$ cat src/hdl/iac_pkg.sv
`timescale 1ns / 1ps
`default_nettype none

package iac_pkg;

  // Field widths
  localparam int CH_W        = 8;   // one 8-bit color channel or alpha
  localparam int COLOR_W     = 16;  // RGB565
  localparam int EDGE_W      = 10;  // left_pos / top_pos
  localparam int DIM_W       = 9;   // icon_width / icon_height
  localparam int POS_W       = 11;  // pos_x / pos_y
  localparam int CFG_INDEX_W = 3;
  localparam int CFG_DATA_W  = 16;

  localparam int MAX_ICON_DIM_DEF = 256;

  // Register indexes
  localparam logic [CFG_INDEX_W-1:0] REG_LEFT_POS    = 3'd0;
  localparam logic [CFG_INDEX_W-1:0] REG_TOP_POS     = 3'd1;
  localparam logic [CFG_INDEX_W-1:0] REG_ICON_WIDTH  = 3'd2;
  localparam logic [CFG_INDEX_W-1:0] REG_ICON_HEIGHT = 3'd3;
  localparam logic [CFG_INDEX_W-1:0] REG_FOCUS_MODE  = 3'd4;
  localparam logic [CFG_INDEX_W-1:0] REG_TINT_COLOR  = 3'd5;

  // Register reset values
  localparam logic [EDGE_W-1:0]  LEFT_POS_RST    = '0;
  localparam logic [EDGE_W-1:0]  TOP_POS_RST     = '0;
  localparam logic [DIM_W-1:0]   ICON_WIDTH_RST  = 9'd32;
  localparam logic [DIM_W-1:0]   ICON_HEIGHT_RST = 9'd32;
  localparam logic               FOCUS_MODE_RST  = 1'b0;
  localparam logic [COLOR_W-1:0] TINT_COLOR_RST  = 16'hFFE0;

  // Alpha codes
  localparam logic [CH_W-1:0] ALPHA_CLEAR  = 8'h00;
  localparam logic [CH_W-1:0] ALPHA_OPAQUE = 8'hFF;

  // Packed 565 tint blend: g in the upper half, r and b in the lower half
  localparam logic [31:0] TINT_MASK  = 32'h07E0F81F;
  localparam int          TINT_SHIFT = 5;   // weight is over 32

  typedef struct packed {
    logic [POS_W-1:0] pos_x;
    logic [POS_W-1:0] pos_y;
    logic             icon_done;
  } pos_t;

  typedef struct packed {
    logic [COLOR_W-1:0] color;
    logic               write_enable;
  } mix_t;

endpackage

`default_nettype wire

$ cat src/hdl/iac_if.sv
`timescale 1ns / 1ps
`default_nettype none

// Icon pixel request channel
interface iac_in_if import iac_pkg::*; ();
  logic               valid;
  logic               ready;
  logic [CH_W-1:0]    src_blue;
  logic [CH_W-1:0]    src_green;
  logic [CH_W-1:0]    src_red;
  logic [CH_W-1:0]    src_alpha;
  logic [COLOR_W-1:0] back_pixel;

  modport source (output valid, src_blue, src_green, src_red, src_alpha, back_pixel,
                  input ready);
  modport sink   (input valid, src_blue, src_green, src_red, src_alpha, back_pixel,
                  output ready);
endinterface

// Composited pixel request channel
interface iac_out_if import iac_pkg::*; ();
  logic               valid;
  logic               ready;
  logic [POS_W-1:0]   pos_x;
  logic [POS_W-1:0]   pos_y;
  logic [COLOR_W-1:0] out_color;
  logic               write_enable;
  logic               icon_done;

  modport source (output valid, pos_x, pos_y, out_color, write_enable, icon_done,
                  input ready);
  modport sink   (input valid, pos_x, pos_y, out_color, write_enable, icon_done,
                  output ready);
endinterface

`default_nettype wire

$ cat src/hdl/icon_alpha_composite_core.sv
`timescale 1ns / 1ps
`default_nettype none

// channel   dir  handshake      payload
// in_chan   in   valid/ready    src_blue, src_green, src_red, src_alpha, back_pixel
// out_chan  out  valid/ready    pos_x, pos_y, out_color, write_enable, icon_done
// cfg       in   cfg_we         cfg_index, cfg_data (no wait, no read-back)
//
// One request per clock sustained while out_chan.ready stays high; a request passes
// the input, alpha mix and output registers in turn before out_chan.valid rises for it.
// Stages: input register (position latched), alpha mix register, tint/output register.
// Each stage refills as soon as it empties, so a stalled output only holds
// the stages behind it once they are full.
// rst (synchronous) clears valids, counters and configuration registers to their defaults.
module icon_alpha_composite_core import iac_pkg::*; #(
  parameter int MAX_ICON_DIM = MAX_ICON_DIM_DEF
) (
  input  wire logic                   clk,
  input  wire logic                   rst,
  input  wire logic                   cfg_we,
  input  wire logic [CFG_INDEX_W-1:0] cfg_index,
  input  wire logic [CFG_DATA_W-1:0]  cfg_data,
  iac_in_if.sink                      in_chan,
  iac_out_if.source                   out_chan
);

  // configuration registers
  logic [EDGE_W-1:0]  left_pos;
  logic [EDGE_W-1:0]  top_pos;
  logic [DIM_W-1:0]   icon_width;
  logic [DIM_W-1:0]   icon_height;
  logic               focus_mode;
  logic [COLOR_W-1:0] tint_color;

  always_ff @(posedge clk) begin
    if (rst) begin
      left_pos    <= LEFT_POS_RST;
      top_pos     <= TOP_POS_RST;
      icon_width  <= ICON_WIDTH_RST;
      icon_height <= ICON_HEIGHT_RST;
      focus_mode  <= FOCUS_MODE_RST;
      tint_color  <= TINT_COLOR_RST;
    end else if (cfg_we) begin
      case (cfg_index)
        REG_LEFT_POS:    left_pos    <= cfg_data[EDGE_W-1:0];
        REG_TOP_POS:     top_pos     <= cfg_data[EDGE_W-1:0];
        REG_ICON_WIDTH:  icon_width  <= cfg_data[DIM_W-1:0];
        REG_ICON_HEIGHT: icon_height <= cfg_data[DIM_W-1:0];
        REG_FOCUS_MODE:  focus_mode  <= cfg_data[0];
        REG_TINT_COLOR:  tint_color  <= cfg_data[COLOR_W-1:0];
        default: ;  // unknown index: dropped
      endcase
    end
  end

  // stage handshake: a stage loads when empty or when the next one loads
  logic out_valid;
  logic s1_valid;
  logic s2_valid;
  logic out_load;
  logic s2_load;
  logic s1_load;
  logic in_accept;

  assign out_load  = !out_valid || out_chan.ready;
  assign s2_load   = !s2_valid || out_load;
  assign s1_load   = !s1_valid || s2_load;
  assign in_accept = in_chan.valid && s1_load;

  assign in_chan.ready = s1_load;

  // counters advance on every accepted request
  pos_t cur_pos;

  iac_position #(
    .MAX_ICON_DIM (MAX_ICON_DIM)
  ) u_position (
    .clk         (clk),
    .rst         (rst),
    .advance     (in_accept),
    .left_pos    (left_pos),
    .top_pos     (top_pos),
    .icon_width  (icon_width),
    .icon_height (icon_height),
    .pos         (cur_pos)
  );

  // stage 1: accepted pixel and its position
  logic [CH_W-1:0]    s1_blue;
  logic [CH_W-1:0]    s1_green;
  logic [CH_W-1:0]    s1_red;
  logic [CH_W-1:0]    s1_alpha;
  logic [COLOR_W-1:0] s1_back;
  pos_t               s1_pos;

  always_ff @(posedge clk) begin
    if (rst) begin
      s1_valid <= 1'b0;
    end else if (s1_load) begin
      s1_valid <= in_chan.valid;
    end
    if (in_accept) begin
      s1_blue  <= in_chan.src_blue;
      s1_green <= in_chan.src_green;
      s1_red   <= in_chan.src_red;
      s1_alpha <= in_chan.src_alpha;
      s1_back  <= in_chan.back_pixel;
      s1_pos   <= cur_pos;
    end
  end

  // stage 2: alpha mix result
  mix_t s1_mix;
  mix_t s2_mix;
  pos_t s2_pos;

  iac_mix u_mix (
    .src_blue   (s1_blue),
    .src_green  (s1_green),
    .src_red    (s1_red),
    .src_alpha  (s1_alpha),
    .back_pixel (s1_back),
    .mix        (s1_mix)
  );

  always_ff @(posedge clk) begin
    if (rst) begin
      s2_valid <= 1'b0;
    end else if (s2_load) begin
      s2_valid <= s1_valid;
    end
    if (s2_load) begin
      s2_mix <= s1_mix;
      s2_pos <= s1_pos;
    end
  end

  // output register: focus tint only on written pixels
  logic [COLOR_W-1:0] s2_tinted;
  logic [COLOR_W-1:0] s2_color;
  mix_t               out_mix;
  pos_t               out_pos;

  iac_tint u_tint (
    .base   (s2_mix.color),
    .tint   (tint_color),
    .tinted (s2_tinted)
  );

  assign s2_color = (focus_mode && s2_mix.write_enable) ? s2_tinted : s2_mix.color;

  always_ff @(posedge clk) begin
    if (rst) begin
      out_valid <= 1'b0;
    end else if (out_load) begin
      out_valid <= s2_valid;
    end
    if (out_load) begin
      out_mix.color        <= s2_color;
      out_mix.write_enable <= s2_mix.write_enable;
      out_pos              <= s2_pos;
    end
  end

  assign out_chan.valid        = out_valid;
  assign out_chan.pos_x        = out_pos.pos_x;
  assign out_chan.pos_y        = out_pos.pos_y;
  assign out_chan.out_color    = out_mix.color;
  assign out_chan.write_enable = out_mix.write_enable;
  assign out_chan.icon_done    = out_pos.icon_done;

endmodule

`default_nettype wire

$ cat src/hdl/iac_position.sv
`timescale 1ns / 1ps
`default_nettype none

// Column / row counters and screen position of the current pixel.
module iac_position import iac_pkg::*; #(
  parameter int MAX_ICON_DIM = MAX_ICON_DIM_DEF
) (
  input  wire logic              clk,
  input  wire logic              rst,
  input  wire logic              advance,
  input  wire logic [EDGE_W-1:0] left_pos,
  input  wire logic [EDGE_W-1:0] top_pos,
  input  wire logic [DIM_W-1:0]  icon_width,
  input  wire logic [DIM_W-1:0]  icon_height,
  output pos_t                   pos
);

  localparam int CW = $clog2(MAX_ICON_DIM);
  localparam int EW = (CW + 1 > DIM_W) ? CW + 1 : DIM_W;
  localparam logic [EW-1:0] MAX_DIM = EW'(MAX_ICON_DIM);
  localparam logic [EW-1:0] ONE     = EW'(1);

  logic [CW-1:0] column_count;
  logic [CW-1:0] rows_done;
  logic [CW-1:0] column_count_next;
  logic [CW-1:0] rows_done_next;

  logic [EW-1:0] w_raw;
  logic [EW-1:0] h_raw;
  logic [EW-1:0] w;
  logic [EW-1:0] h;
  logic [EW-1:0] col_inc;
  logic [EW-1:0] row_inc;
  logic          row_end;
  logic          last;

  always_comb begin
    w_raw = EW'(icon_width);
    h_raw = EW'(icon_height);
    if (w_raw == '0) begin
      w = ONE;
    end else if (w_raw > MAX_DIM) begin
      w = MAX_DIM;
    end else begin
      w = w_raw;
    end
    if (h_raw == '0) begin
      h = ONE;
    end else if (h_raw > MAX_DIM) begin
      h = MAX_DIM;
    end else begin
      h = h_raw;
    end

    col_inc = EW'(column_count) + ONE;
    row_inc = EW'(rows_done) + ONE;
    row_end = (col_inc >= w);
    last    = row_end && (row_inc >= h);

    // rows arrive bottom first, so the screen row counts down; wraps mod 2048
    pos.pos_x     = POS_W'(left_pos) + POS_W'(column_count);
    pos.pos_y     = POS_W'(top_pos) + POS_W'(h) - POS_W'(1) - POS_W'(rows_done);
    pos.icon_done = last;

    if (last) begin
      column_count_next = '0;
      rows_done_next    = '0;
    end else if (row_end) begin
      column_count_next = '0;
      rows_done_next    = CW'(row_inc);
    end else begin
      column_count_next = CW'(col_inc);
      rows_done_next    = rows_done;
    end
  end

  always_ff @(posedge clk) begin
    if (rst) begin
      column_count <= '0;
      rows_done    <= '0;
    end else if (advance) begin
      column_count <= column_count_next;
      rows_done    <= rows_done_next;
    end
  end

endmodule

`default_nettype wire

$ cat src/hdl/iac_mix.sv
`timescale 1ns / 1ps
`default_nettype none

// Alpha mix of an 8-bit source pixel over an RGB565 background.
module iac_mix import iac_pkg::*; (
  input  wire logic [CH_W-1:0]    src_blue,
  input  wire logic [CH_W-1:0]    src_green,
  input  wire logic [CH_W-1:0]    src_red,
  input  wire logic [CH_W-1:0]    src_alpha,
  input  wire logic [COLOR_W-1:0] back_pixel,
  output mix_t                    mix
);

  // x / 255 for x up to 255*255, exact
  function automatic logic [CH_W-1:0] div255(input logic [2*CH_W-1:0] x);
    logic [2*CH_W:0] s;
    s = {1'b0, x} + (2*CH_W+1)'(x[2*CH_W-1:CH_W]) + (2*CH_W+1)'(1);
    return s[2*CH_W-1:CH_W];
  endfunction

  function automatic logic [CH_W-1:0] blend(input logic [CH_W-1:0] s,
                                            input logic [CH_W-1:0] b,
                                            input logic [CH_W-1:0] a);
    logic [CH_W-1:0]   na;
    logic [2*CH_W-1:0] ps;
    logic [2*CH_W-1:0] pb;
    logic [CH_W:0]     sum;
    na  = ALPHA_OPAQUE - a;
    ps  = (2*CH_W)'(s) * (2*CH_W)'(a);
    pb  = (2*CH_W)'(b) * (2*CH_W)'(na);
    sum = {1'b0, div255(ps)} + {1'b0, div255(pb)};
    return sum[CH_W-1:0];
  endfunction

  function automatic logic [COLOR_W-1:0] pack565(input logic [CH_W-1:0] r,
                                                 input logic [CH_W-1:0] g,
                                                 input logic [CH_W-1:0] b);
    return {r[7:3], g[7:2], b[7:3]};
  endfunction

  logic [CH_W-1:0] back_r;
  logic [CH_W-1:0] back_g;
  logic [CH_W-1:0] back_b;

  always_comb begin
    back_r = {back_pixel[15:11], 3'b000};
    back_g = {back_pixel[10:5], 2'b00};
    back_b = {back_pixel[4:0], 3'b000};

    case (src_alpha)
      ALPHA_CLEAR: begin
        mix.color        = back_pixel;
        mix.write_enable = 1'b0;
      end
      ALPHA_OPAQUE: begin
        mix.color        = pack565(src_red, src_green, src_blue);
        mix.write_enable = 1'b1;
      end
      default: begin
        mix.color        = pack565(blend(src_red,   back_r, src_alpha),
                                   blend(src_green, back_g, src_alpha),
                                   blend(src_blue,  back_b, src_alpha));
        mix.write_enable = 1'b1;
      end
    endcase
  end

endmodule

`default_nettype wire

$ cat src/hdl/iac_tint.sv
`timescale 1ns / 1ps
`default_nettype none

// Packed 565 blend toward the tint color, weight 10/32, 32-bit wrap.
module iac_tint import iac_pkg::*; (
  input  wire logic [COLOR_W-1:0] base,
  input  wire logic [COLOR_W-1:0] tint,
  output logic      [COLOR_W-1:0] tinted
);

  logic [31:0] a;
  logic [31:0] t;
  logic [31:0] diff;
  logic [31:0] scaled;
  logic [31:0] m;

  always_comb begin
    a      = {base, base} & TINT_MASK;
    t      = {tint, tint} & TINT_MASK;
    diff   = t - a;
    scaled = (diff << 3) + (diff << 1);   // times 10, wraps
    m      = ((scaled >> TINT_SHIFT) + a) & TINT_MASK;
    tinted = m[31:16] | m[15:0];
  end

endmodule

`default_nettype wire
$ cat src/flat_wrapper.sv
// flat-port wrapper written by rule: the top's interface ports become plain ports
module icon_alpha_composite_core_flat import iac_pkg::*;
#(
  parameter int MAX_ICON_DIM = MAX_ICON_DIM_DEF
)
  (clk, rst, cfg_we, cfg_index, cfg_data, in_chan_valid, in_chan_src_blue, in_chan_src_green, in_chan_src_red, in_chan_src_alpha, in_chan_back_pixel, in_chan_ready, out_chan_valid, out_chan_pos_x, out_chan_pos_y, out_chan_out_color, out_chan_write_enable, out_chan_icon_done, out_chan_ready);
  iac_in_if in_chan_i ();
  iac_out_if out_chan_i ();
  input  wire logic clk;
  input  wire logic rst;
  input  wire logic cfg_we;
  input  wire logic [CFG_INDEX_W-1:0] cfg_index;
  input  wire logic [CFG_DATA_W-1:0] cfg_data;
  input wire logic [$bits(in_chan_i.valid)-1:0] in_chan_valid;
  input wire logic [$bits(in_chan_i.src_blue)-1:0] in_chan_src_blue;
  input wire logic [$bits(in_chan_i.src_green)-1:0] in_chan_src_green;
  input wire logic [$bits(in_chan_i.src_red)-1:0] in_chan_src_red;
  input wire logic [$bits(in_chan_i.src_alpha)-1:0] in_chan_src_alpha;
  input wire logic [$bits(in_chan_i.back_pixel)-1:0] in_chan_back_pixel;
  output wire logic [$bits(in_chan_i.ready)-1:0] in_chan_ready;
  output wire logic [$bits(out_chan_i.valid)-1:0] out_chan_valid;
  output wire logic [$bits(out_chan_i.pos_x)-1:0] out_chan_pos_x;
  output wire logic [$bits(out_chan_i.pos_y)-1:0] out_chan_pos_y;
  output wire logic [$bits(out_chan_i.out_color)-1:0] out_chan_out_color;
  output wire logic [$bits(out_chan_i.write_enable)-1:0] out_chan_write_enable;
  output wire logic [$bits(out_chan_i.icon_done)-1:0] out_chan_icon_done;
  input wire logic [$bits(out_chan_i.ready)-1:0] out_chan_ready;
  assign in_chan_i.valid = in_chan_valid;
  assign in_chan_i.src_blue = in_chan_src_blue;
  assign in_chan_i.src_green = in_chan_src_green;
  assign in_chan_i.src_red = in_chan_src_red;
  assign in_chan_i.src_alpha = in_chan_src_alpha;
  assign in_chan_i.back_pixel = in_chan_back_pixel;
  assign in_chan_ready = in_chan_i.ready;
  assign out_chan_valid = out_chan_i.valid;
  assign out_chan_pos_x = out_chan_i.pos_x;
  assign out_chan_pos_y = out_chan_i.pos_y;
  assign out_chan_out_color = out_chan_i.out_color;
  assign out_chan_write_enable = out_chan_i.write_enable;
  assign out_chan_icon_done = out_chan_i.icon_done;
  assign out_chan_i.ready = out_chan_ready;
  icon_alpha_composite_core #(.MAX_ICON_DIM(MAX_ICON_DIM)) u_core (.clk(clk), .rst(rst), .cfg_we(cfg_we), .cfg_index(cfg_index), .cfg_data(cfg_data), .in_chan(in_chan_i), .out_chan(out_chan_i));
endmodule
$ cat config.mk
export PLATFORM = sky130hd
export DESIGN_NAME = icon_alpha_composite_core_flat
export DESIGN_NICKNAME = d
export VERILOG_FILES = /design/src/hdl/iac_pkg.sv /design/src/hdl/iac_if.sv /design/src/hdl/icon_alpha_composite_core.sv /design/src/hdl/iac_position.sv /design/src/hdl/iac_mix.sv /design/src/hdl/iac_tint.sv /design/src/flat_wrapper.sv
export SDC_FILE = /design/constraint.sdc
export NUM_CORES = 1
export LEC_CHECK = 0
export ABC_AREA = 1
export BUFFER_PORTS_ARGS = -buffer_cell sky130_fd_sc_hd__buf_2
export CAP_MARGIN = 20
export CELL_PAD_IN_SITES_DETAIL_PLACEMENT = 0
export CELL_PAD_IN_SITES_GLOBAL_PLACEMENT = 1
export CORE_AREA = 2 2 334 336
export CTS_CLUSTER_SIZE = 40
export DETAILED_ROUTE_END_ITERATION = 8
export DIE_AREA = 0 0 336 338
export GPL_TIMING_DRIVEN = 0
export PLACE_DENSITY_LB_ADDON = 0.1
export SKIP_LAST_GASP = 1
export SYNTH_ARGS = -nofsm -noshare
export SYNTH_HDL_FRONTEND = slang
export SYNTH_HIERARCHICAL = 1
export SYNTH_SLANG_ARGS = --single-unit
export TNS_END_PERCENT = 1
$ cat constraint.sdc
create_clock -name clk -period 9.1 [get_ports clk]
set_input_delay 1.82 -clock clk [delete_from_list [all_inputs] [get_ports clk]]
set_output_delay 1.82 -clock clk [all_outputs]
set_load 0.03 [all_outputs]
Word level (Yosys, flattened, before mapping)
Index checks and enable logic that the tools add are counted.
W data, S select, Z words.
{ "op_classes": {"n_mul": 6, "addsub": 25, "shift": 0, "n_bitwise": 1, "n_eq_ne": 6, "reduce_logical": 21, "n_div": 0, "muxes": 10, "n_lt_le_gt_ge": 4} }
{ "ops": {"columns": ["operator", "n"], "rows": [
  ["$add A16 B1 Y16 const B", 6],
  ["$add A16 B8 Y16", 6],
  ["$mul A8 B8 Y16", 3],
  ["$mux W9", 4],
  ["$pmux W17 S2", 1],
  ["$add A31 B29 Y32", 1],
  ["$mux W8", 4],
  ["$sub A27 B27 Y28", 1],
  ["$add A27 B27 Y27", 1],
  ["$mul A5 B8 Y13", 2],
  ["$add A8 B8 Y8", 3],
  ["$add A8 B1 Y9 const B", 2],
  ["$ge A9 B9 Y1", 2],
  ["$gt A9 B9 Y1 const B", 2],
  ["$logic_not A9 Y1", 2],
  ["$mux W16", 1],
  ["$or A11 B16 Y16", 1],
  ["$mul A6 B8 Y14", 1],
  ["$reduce_and A2 Y1", 7],
  ["$add A10 B8 Y11", 1],
  ["$add A10 B9 Y11", 1],
  ["$sub A11 B1 Y11 const B", 1],
  ["$sub A11 B8 Y11", 1],
  ["$eq A8 B8 Y1 const B", 1],
  ["10 further kinds", 18]
]} }
{ "word_totals": {"inputBits": 72, "latch_bits": 0, "mem_bits_ro": 0, "ramBits": 0, "register_bits": 225, "mem_count": 0, "wordCells": 102} }

Depth between registers and ports, before layout
{ "logic_depth": {"ltp_word": 7, "depth_mapped": 44, "mapped_depth_nobuf": 42} }

Hierarchy
Netlist, hierarchy kept.
{ "by_module_without_submodules": {"columns": ["module", "cells_per_inst", "instances", "area_per_inst_um2"], "rows": [
  ["iac_mix", 2372, 1, 14689.1],
  ["icon_alpha_composite_core", 481, 1, 6971.7],
  ["iac_tint", 469, 1, 2881.5],
  ["iac_position", 432, 1, 2706.3]
]} }

Worst setup path before layout
OpenSTA, ideal clock, no wires.
{ "synth_path": {"path_kind": "register to register", "start": "register u_core.s1_alpha[7]", "end": "register u_core/s2_mix[16] in the netlist's numbering (data pin)", "period_less_slack_ns": 6.601, "n_path_buf": 2, "stages_incl_launch_ff": 38, "setup_ns": 0.253, "path_slack_ns": 2.499, "arrival_time_ns": 6.348, "cell_sequence": "edfxtp_1 -> clkbuf_1 -> clkbuf_1 -> nand2_1 -> fa_1 -> fa_1 -> inv_1 -> fa_1 -> inv_1 -> fa_1 -> inv_1 -> ha_1 -> nand2_1 -> nor2_1 -> nand2_1 -> nand3_1 -> xnor2_1 -> inv_1 -> (+2 left out) -> inv_1 -> nand2_1 -> nand2_1 -> nand2_1 -> nand2_1 -> nand3_2 -> nand2_1 -> nand2_1 -> nor4_2 -> xor2_1 -> inv_1 -> ha_1 -> a21oi_1 -> o21bai_1 -> a21oi_1 -> nand3_1 -> nand3_1 -> nand2_1"} }
{ "synth_lines": {"columns": ["item", "line_no", "source"], "rows": [
  ["start, declared", "icon_alpha_composite_core.sv:92", "logic [CH_W-1:0] s1_alpha;"],
  ["start signal, assigned", "icon_alpha_composite_core.sv:106", "s1_alpha <= in_chan.src_alpha;"],
  ["end signal, assigned", "icon_alpha_composite_core.sv:133", "s2_mix <= s1_mix;"],
  ["end, declared", "icon_alpha_composite_core.sv:114", "mix_t s2_mix;"]
]} }

==> results.ini <==
[outcome]
outcome=finished, final reports clean

[place]
preCtsSetupSlack_ns=0.4584
dp_hpwl_mm=73.09
routabilityCongestion=0.7858
number_of_input_and_output_port_buffers_inserted=112
post_dp_cell_area_um2=29740

[power]
powerDensity_nw_per_um2=386.5
power_mw=11.95
ir_worst_vdd_uv=276.4
lkg_pwr_nw=16.84

[clocking]
clk-insertion-delay-late_ns=0.59
cts_inserted_buffers=34
worst_setup_hold_path_clk_slew_ns=0.06
cts_tree=done
clock-root-buffer=sky130_fd_sc_hd__clkbuf_16
postCtsSetupBuffers=0
clock_path_buffers=3
cts_sinks=225
cts_htree_levels=2

[grt]
grt_pass1_vias=23450
grt_first_pass_wirelength_mm=138.4
gr-usage-all-layers_pct=16.01
grt-ovfl-total=0
grt_antenna_before_repair=3
maximum_number_of_pins_on_one_net_before_global_route_repair=42

[sta]
fin_tns_setup_ns=0
slew_headroom_pct=33.41
skew_ns=0.02598
finalSetupViolCount=0
rsz0062_at_grt=yes
slack_of_the_critical_path_ns=0.5975
timing.final.max_slew_violations=0
finalCriticalPeriod_ns=8.502
layout_worst_path_cycle_share_pct=93.43
max_slew.worst_pin.slew_ns=0.9989
hold_viol=0
timing.fmax_ghz=0.1176

[drt]
drtPass1Iterations=7
via_count=23100
postRouteWirelength_mm=89.74
avgRoutedWirePerCell_um=16.56
detail_route.iter0.violations=1257
drt-vias-per-instance=4.261
drcViolationCount=0
ant_nets=0

[critical_path]
cp_max_fo=10
cp_slowest_stage_delay_ns=0.70
worst_path_dominant_cell_family=adder cells
critical_path_required_ns=9.38
criticalPathCategory=reg2reg
timing.critical_path.buf_inv=9
worst_ep_arrival_time_ns=8.78
slowest_stage=sky130_fd_sc_hd__clkbuf_1
start_kind=register
crit_path_end_kind=register

[yosys]
synth-seq-cells=225
synth-async-reset-ratio_pct=0
post_synth_num_cell_types=61
synth-edff-count=151
mappedNetlistArea_um2=27250
synth_area_per_cell_um2=7.259
synth-seq-area-share_pct=22.08
synth_cells=3754
mapped_nets=4321
ys.warnings.count=6
synth_top_flop_cell=sky130_fd_sc_hd__edfxtp_1

[final_layout]
flow.area_growth_from_synthesis_pct=13.50
design_area_um2=30930
layout-drive-gt1-share_pct=8.497
final_cell_mix=940 x sky130_fd_sc_hd__nand2_1, 815 x sky130_fd_sc_hd__inv_1, 344 x sky130_fd_sc_hd__nor2_1
fillCellCount=12370
fin_util_pct=28.10
final_net_count=4472
final_common_cell=sky130_fd_sc_hd__nand2_1

[worst_hold_path]
worstHoldPathType=reg2reg

[die]
boundaryPins=114
die_w_um=336
start_util_pct=24.76
die_height_um=338
core_region_area_um2=110100
core.rowCount=122
floorplan.die_area_um2=113600

[run]
max-cap-violations=0

## worst register-to-register path, delay by kind of cell, from the launching register on
family | cells | cell delay [ns]
flops | 1 | 0.49
simple gates | 14 | 1.59
buf+inv | 9 | 1.73
xor+xnor | 2 | 0.58
fa+ha+maj | 7 | 3.08
compound gates | 5 | 0.74
## routing by layer
metal / GRT usage, % / vias to the layer above / share of wire [%]
met5: 0 / - / 0
met4: 3.187 / 0 / 1.7
met3: 2.580 / 69 / 3.8
met2: 25.20 / 262 / 43
met1: 23.01 / 10810 / 51
li1: - / 11950 / -
## timing repair
item | CTS | global route
hold buffers | 0 | 0
resized for setup | 0 | 3
endpoints found under the setup margin | 0 | 4
## cells in the mapped netlist (all sizes together) (16+ instances only)
cell type / count / area, µm²
o21bai: 16 / 120.1
mux2: 16 / 180.2
a21oi: 132 / 686.9
xor2: 88 / 793.3
inv: 831 / 3119
nor2: 364 / 1455
nand4: 60 / 402.9
nor3: 24 / 125.1
nand3b: 16 / 120.1
buf: 31 / 172.7
nand2: 984 / 3831
nand3: 243 / 1299
ha: 313 / 3916
edfxtp: 151 / 4534
o21ai: 80 / 426.7
dfxtp: 74 / 1481
clkbuf: 51 / 195.2
fa: 182 / 3643
xnor2: 33 / 289.0
## path summary, 6_finish.rpt
| check | startpoint | endpoint | slack [ns] | cells after the start |
|---|---|---|---|---|
| worst max-delay path | u_core/s1_alpha[2]$_DFFE_PP_ | u_core/s2_mix[5]$_DFFE_PP_ | 0.60 | 37 |
| worst min-delay path | u_core/s1_pos[20]$_DFFE_PP_ | u_core/s2_pos[20]$_DFFE_PP_ | 0.41 | 0 |
| worst max register to register | u_core/s1_alpha[2]$_DFFE_PP_ | u_core/s2_mix[5]$_DFFE_PP_ | 0.60 | 37 |
| worst min register to register | u_core/s1_pos[20]$_DFFE_PP_ | u_core/s2_pos[20]$_DFFE_PP_ | 0.41 | 0 |
## layout make-up
| type | instances | area (µm²) | share of cell area [%] |
|---|---|---|---|
| multi-input cells | 2610 | 17740 | 57.36 |
| flip-flops and latches | 225 | 6016 | 19.45 |
| inverters | 837 | 3144 | 10.17 |
| well taps | 1488 | 1862 | 6.020 |
| clock buffers | 37 | 862.1 | 2.787 |
| repair buffers | 115 | 623.1 | 2.015 |
| plain buffers | 82 | 369.1 | 1.193 |
| clock inverters | 25 | 310.3 | 1.003 |
| diodes | 1 | 2.502 | 0.008091 |
## flip-flops by register name (all words and copies together), names as in the netlist, 10 cells and up
signal                     count
u_core/s1_pos                 23
u_core/s2_pos                 23
u_core/s2_mix                 17
u_core/out_chan.out_color     16
u_core/s1_back                16
u_core/tint_color             16
u_core/out_chan.pos_x         11
u_core/out_chan.pos_y         11
u_core/left_pos               10
u_core/top_pos                10
## report_power, final
part           switching [mW]  total, mW  internal (mW)  leakage (nW)
registers               0.109       1.45           1.34          2.15
clock network           0.562       1.43          0.865         0.574
logic                    5.93       9.07           3.15          14.1
## metrics by stage
step	hold slack, ns	instances
detailed placement	0.4045	5356
CTS	0.4162	5418
finish	0.4120	5420
floorplan	0.4003	3754
global placement	0.4046	5354
global route	0.4205	5419
## cell families (layout without fill, tap and decap cells)
family,after synthesis,count (layout),synth area share (%)
mux,16,16,0.6612
other cells,0,1,0
flops,225,225,22.08
fa+ha+maj,495,495,27.74
compound gates,261,261,5.414
simple gates,1717,1717,27.25
xor+xnor,121,121,3.972
buf+inv,919,1096,12.88
Power figures use the tool's default switching activity.
